`src/sv/tcw_cursor.sv`:
```
// Cursor tracker: cell index plus column counter, advance and newline handling.
// Flags wrap past the last cell and returns the scrolled-back position.
// Depends on nothing beyond its parameters.
module tcw_cursor #(
    parameter int COLUMNS = 80,
    parameter int ROWS    = 25
) (
    input  logic                             clk,
    input  logic                             rst_n,
    input  logic                             advance,
    input  logic                             newline,
    output logic [$clog2(ROWS*COLUMNS)-1:0]  cursor,
    output logic [$clog2(ROWS*COLUMNS)-1:0]  cursor_new,
    output logic                             wrap
);

    localparam int CELLS = ROWS * COLUMNS;
    localparam int AW    = $clog2(CELLS);
    localparam int IW    = AW + 1;
    localparam int CW    = (COLUMNS > 1) ? $clog2(COLUMNS) : 1;

    logic [AW-1:0] cursor_reg, cursor_next;
    logic [CW-1:0] col_reg, col_next;
    logic [IW-1:0] sum;
    logic [IW-1:0] moved;

    always_comb
    begin
        if (newline)
        begin
            sum = {1'b0, cursor_reg} + IW'(COLUMNS) - IW'(col_reg);
        end
        else
        begin
            sum = {1'b0, cursor_reg} + IW'(1);
        end
        wrap  = (sum >= IW'(CELLS));
        moved = wrap ? (sum - IW'(COLUMNS)) : sum;

        cursor_next = cursor_reg;
        col_next    = col_reg;
        if (advance)
        begin
            cursor_next = moved[AW-1:0];
            if (newline || (col_reg == CW'(COLUMNS - 1)))
            begin
                col_next = '0;
            end
            else
            begin
                col_next = col_reg + CW'(1);
            end
        end
    end

    always_ff @(posedge clk or negedge rst_n)
    begin
        if (!rst_n)
        begin
            cursor_reg <= '0;
            col_reg    <= '0;
        end
        else
        begin
            cursor_reg <= cursor_next;
            col_reg    <= col_next;
        end
    end

    assign cursor     = cursor_reg;
    assign cursor_new = cursor_next;

    a_cursor_in_range: assert property (@(posedge clk) disable iff (!rst_n)
        (int'(cursor_reg) < CELLS) && (int'(col_reg) < COLUMNS))
        else $error("cursor or column out of range");

endmodule

```
`config.mk`:
```
export PLATFORM = sky130hd
export DESIGN_NAME = tcw_cursor
export DESIGN_NICKNAME = d
export VERILOG_FILES = /design/src/sv/tcw_cursor.sv
export SDC_FILE = /design/constraint.sdc
export NUM_CORES = 1
export LEC_CHECK = 0
export ABC_AREA = 1
export BUFFER_PORTS_ARGS = -buffer_cell sky130_fd_sc_hd__buf_2
export CAP_MARGIN = 20
export CORE_MARGIN = 3
export CORE_UTILIZATION = 59
export CTS_CLUSTER_DIAMETER = 80
export CTS_CLUSTER_SIZE = 30
export DETAILED_ROUTE_END_ITERATION = 7
export PLACE_DENSITY = 0.85
export RECOVER_POWER = 100
export SYNTH_ARGS = -nofsm -noshare
export SYNTH_HDL_FRONTEND = slang
export SYNTH_SLANG_ARGS = --single-unit
```
`constraint.sdc`:
```
create_clock -name clk -period 3.4 [get_ports clk]
set_clock_uncertainty 0.05 [all_clocks]
set_input_delay 0.17 -clock clk [delete_from_list [all_inputs] [get_ports clk]]
set_output_delay 0.17 -clock clk [all_outputs]
set_load 0.02 [all_outputs]
```
# Yosys cells after proc, flatten, opt, wreduce, memory -nomap -nowiden
# Cells that the tools add are included.
op_classes:
  mux: 4
  n_lt_le_gt_ge: 1
  n_eq_ne: 1
  n_reduce_logical: 1
  add_sub_neg: 5
ops:
  columns: ["cell", "n"]
  rows:
  - ["2-to-1 mux 11 bit", 2]
  - ["adder 11 x 1 -> 12 bit, second input constant", 1]
  - ["adder 11 x 7 -> 12 bit, second input constant", 1]
  - [">= comparator 12 x 11 -> 1 bit, second input constant", 1]
  - ["2-to-1 mux 12 bit", 1]
  - ["subtractor 12 x 7 -> 12 bit", 1]
  - ["subtractor 11 x 7 -> 11 bit, second input constant", 1]
  - ["adder 7 x 1 -> 7 bit, second input constant", 1]
  - ["equality test 7 bit, second input constant", 1]
  - ["2-to-1 mux 7 bit", 1]
  - ["logical OR 1 bit", 1]
word_totals:
  ff_bits: 18
  wordCells: 14
  output_inout_bits: 23

# Logic depth before layout (Yosys ltp)
logic_depth:
  ltp_word: 6
  ltp_mapped: 25

# Least setup slack after synthesis
# OpenSTA, ideal clock, no wires.
synth_path:
  path_kind: "reg-to-output"
  startpoint: "register cursor_reg[1] (netlist: cursor[1])"
  endpoint: "output port cursor_new[10]"
  path_slack_ns: 0.003
  path_stages_with_launch: 22
  t_arrival_ns: 3.177
  path_cell_list: "dfrtp_1 ha_1 ha_1 fa_1 nand2_1 nand3_1 nand3b_1 nand3_1 nand2_1 ha_1 nand3_1 nor2_1 nand2_1 nor2_1 nor2_1 nor2_2 nand3_2 o21ai_4 nand2_1 nand2_1 nand2_1 nand2_1"
synth_between:
  elab_chain_len: 6
synth_rtl:
  columns: ["element", "line", "source"]
  rows:
  - ["start, declared", "22", "logic [AW-1:0] cursor_reg, cursor_next;"]
  - ["start signal, assigned", "65", "cursor_reg <= cursor_next;"]
  - ["adder 11 x 7 -> 12 bit", "31", "sum = {1'b0, cursor_reg} + IW'(COLUMNS) - IW'(col_reg);"]
  - ["subtractor 12 x 7 -> 12 bit", "31", null]
  - ["2-to-1 mux 12 bit (*)", "29", "if (newline)"]
  - [">= comparator 12 x 11 -> 1 bit (*)", "37", "wrap = (sum >= IW'(CELLS));"]
  - ["named net wrap", "14", "output logic wrap"]
  - ["2-to-1 mux 11 bit (*)", "38", "moved = wrap ? (sum - IW'(COLUMNS)) : sum;"]
  - ["2-to-1 mux 11 bit (*)", "42", "if (advance)"]
  - ["end, declared", "13", "output logic [$clog2(ROWS*COLUMNS)-1:0] cursor_new,"]
# Mark *: on every way through the listed nets, which the timed path passes. The rest lies on a longest branch.

# Final worst setup path
layout_path:
  startpoint: "register cursor_reg[4] (netlist: cursor[4])"
  endpoint: "output port cursor_new[10]"
layout_between:
  elab_chain_len: 6
layout_rtl:
  columns: ["element", "line"]
  rows:
  - ["adder 11 x 7 -> 12 bit", "31"]
  - ["subtractor 12 x 7 -> 12 bit", "31"]
  - ["2-to-1 mux 12 bit (*)", "29"]
  - ["subtractor 11 x 7 -> 11 bit / >= comparator 12 x 11 -> 1 bit (equally long branches)", "38, 37"]
  - ["2-to-1 mux 11 bit (*)", "38"]
  - ["2-to-1 mux 11 bit (*)", "42"]
# Every way passes the cells marked *; elsewhere a longest branch is shown, timed or not.

==> impl_metrics.env <==
export IMPL_hp_class="primary input to register"
export IMPL_root_buffer="clkbuf_4"
export IMPL_grtUsageTotal_pct=29.7
export IMPL_fp_dieW_um=66.3
export IMPL_highest_layer="met4"
export IMPL_pwr_share_comb_pct=82.5
export IMPL_crit_chain="inv_1, ha_1, inv_1, ha_1, inv_1, nand2_1, nand2_1, nand2_1, nand3_1, nand2_2, buf_4, ha_1, inv_1, nor2_1, nor2_2, nand3_2, o21ai_4, nand2_1, nand2_1, nand2_1, nand2_1, buf_6"
export IMPL_layout_cells_most_common="nand2_1"
export IMPL_diodes=0
export IMPL_seq_area_frac_synth_pct=21.0
export IMPL_nets=425
export IMPL_finalWorstSetupSlack_ns=-0.139
export IMPL_switching_power_mw=1.71
export IMPL_rsz0062_at_grt="yes"
export IMPL_status="finished, violations left"
export IMPL_postRouteAntennaNets=0
export IMPL_wirelength_um=6440
export IMPL_pwr_share_seq_pct=12.3
export IMPL_critical_path_max_stage_delay_ns=0.39
export IMPL_antenna_found_initial=0
export IMPL_max_freq_ghz=0.283
export IMPL_tightest_slew_ns=1.09
export IMPL_grt_max_degree=22
export IMPL_dpl_cell_area_mm2=0.00237
export IMPL_dr_pass1_iters=5
export IMPL_crit_arrival_ns=3.32
export IMPL_maxSlewHeadroom_pct=27.2
export IMPL_path_class="register to output pin"
export IMPL_period_share_pct=104
export IMPL_synth_area_top_cells="nand2_1 (22%), dfrtp_1 (21%), ha_1 (14%)"
export IMPL_grt_pass1_vias=2299
export IMPL_multi_input_area_mm2=0.00155
export IMPL_wl_met3_um=550
export IMPL_overflow=0
export IMPL_crit_fanout=8
export IMPL_synthToLayoutAreaGrowth_pct=22.0
export IMPL_worst_path_buf_inv=6
export IMPL_wl_per_cell_um=14.6
export IMPL_drive_gt1_share_pct=19.2
export IMPL_numCtsBuffers=3
export IMPL_num_rows=21
export IMPL_vias=2521
export IMPL_synth_area_leader_cell="nand2_1"
export IMPL_crit_path_frequent_cell="nand2_1"
export IMPL_clockPowerShare_pct=5.2
export IMPL_cts_clk_slew_worst_paths_ns=0.14
export IMPL_required_ns=3.18
export IMPL_drc_errors=0
export IMPL_final_cell_area_mm2=0.00262
export IMPL_synth_distinct_cells=30
export IMPL_start_kind="register"
export IMPL_clk_latency_ns=0.31
export IMPL_synth_nets=379
export IMPL_hpwl_um=4420
export IMPL_report_final_slew_viol_count=0
export IMPL_ir_drop_mv=0.758
export IMPL_cts_tree="done"
export IMPL_hold_violations=0
export IMPL_synth_area_mm2=0.00215
export IMPL_drt_iter0_drc=194
export IMPL_start_util_pct=62.8
export IMPL_power_density_mw_per_mm2=1130
export IMPL_fin_crit_ns=3.54
export IMPL_setup_viol=7
export IMPL_place_congestion=0.905
export IMPL_avgSynthCellArea_um2=6.13
export IMPL_dr_wl_met2_um=3160
export IMPL_ioPinCount=27
export IMPL_slowest_stage="dfrtp_1"
export IMPL_vias_per_cell=5.72
export IMPL_postSynthCellCount=350
export IMPL_num_fill_cells=270
export IMPL_endpoint_kind="output pin"
export IMPL_yosysWarningCount=0
export IMPL_p_sw_share_pct=57.5
export IMPL_leakage_nw=1.45
export IMPL_design_core_area_mm2=0.00342
export IMPL_regArea_um2=450
export IMPL_cts_sinks=18
export IMPL_p_int_mw=1.26
export IMPL_io_buffers=26
export IMPL_die_h_um=66.3
export IMPL_grt_pass1_wl_um=10100
export IMPL_max_cap_viol_count=0
export IMPL_cpLargestDelayFamily="simple AND/OR/NAND/NOR gates"
export IMPL_yosysTopAreaCellShare_pct=22.4
export IMPL_failed_checks="negative setup slack"
export IMPL_htree_levels=1
export IMPL_final_core_util_pct=76.7
export IMPL_wl_met1_um=2540
export IMPL_dieArea_mm2=0.00440
export IMPL_final_cell_mix="nand2_1 (119), inv_1 (51), nand3_1 (43), nor2_1 (19), ha_1 (19)"
export IMPL_cts_buffer_depth=2
export IMPL_ys_seq_elements=18
export IMPL_largest_reg_flops=11
cells in the mapped netlist:
master    instances
nand3_2           3
a21oi_1           8
fa_1              1
nor3b_1           3
nand4_1           3
a41oi_1           1
nand2_1         128
o21ai_4           1
ha_1             24
clkbuf_1          2
nor2_1           19
nand3b_1          2
buf_2             1
nor2_2            2
xor2_1            4
nor2_4            1
o22ai_1           1
nor3_2            1
inv_1            54
buf_4             2
nor4_1            1
a31oi_1           1
dfrtp_1          18
o21ai_0           9
nand3_1          45
a311oi_1          1
nand2_2           7
inv_2             4
nor3_1            2
or2_0             1
power by group through the flow:
stage          Combinational, mW  Clock (mW)  Sequential (mW)
6_report                    2.45       0.155            0.365
5_1_grt                     2.71       0.161            0.371
4_1_cts                     2.28       0.151            0.356
3_5_place_dp                2.10           0            0.359
3_3_place_gp                2.03           0            0.356
2_1_floorplan               1.46           0            0.440
layout make-up:
cell class / instances / share of cell area [%]
multi-input combinational: 269 / 59.3
sequential: 18 / 17.2
timing repair buffer: 46 / 11.6
inverter: 58 / 8.31
tap: 46 / 2.20
clock buffer: 4 / 1.39
routing by layer:
layer,GRT usage (%),vias up
met3,4.08,25
met4,9.64,0
met1,35.7,1148
li1,-,1210
met5,0,-
met2,53.7,138
metrics by stage:
step	worst slack (ns)	total power, mW	hold slack, ns	cells	TNS [ns]
after global placement	0.105	2.39	0.0885	426	0
after floorplan	0.00335	1.90	-0.176	350	0
after detailed placement	-0.0367	2.45	0.0932	426	-0.114
after global routing	-0.412	3.24	0.272	441	-2.61
final	-0.139	2.97	0.235	441	-0.835
after CTS	-0.169	2.79	0.239	436	-0.981
cell families after synthesis:
family | count (synthesis) | share of synthesized area, %
AOI/OAI and AO/OA | 22 | 6.12
xor gates and xnor gates | 4 | 1.63
DFF | 18 | 21.0
buffers and inverters | 63 | 11.4
adders and majority gates | 25 | 14.9
and+or+nand+nor | 218 | 44.9
final timing paths:
| kind | start | endpoint | slack, ns | cells past startpoint |
|---|---|---|---|---|
| worst max register to register | cursor[4] | cursor[5] | 0.40 | 20 |
| max in group asynchronous | rst_n | cursor[5] | 2.14 | 2 |
| worst max-delay path | cursor[4] | cursor_new[10] | -0.14 | 22 |
| min in group asynchronous | rst_n | col_reg[6] | 0.51 | 2 |
| worst min-delay path | advance | col_reg[0] | 0.24 | 2 |
| worst min register to register | col_reg[4] | col_reg[4] | 0.53 | 1 |
timing repair:
item,4_1_cts,5_1_grt
hold buffers,1,0
endpoints found under the hold margin,18,0
resized for setup,25,12
setup endpoints to repair,8,9
pin swaps,15,11
buffers inserted,5,5
(Power assumes the default switching activity.)
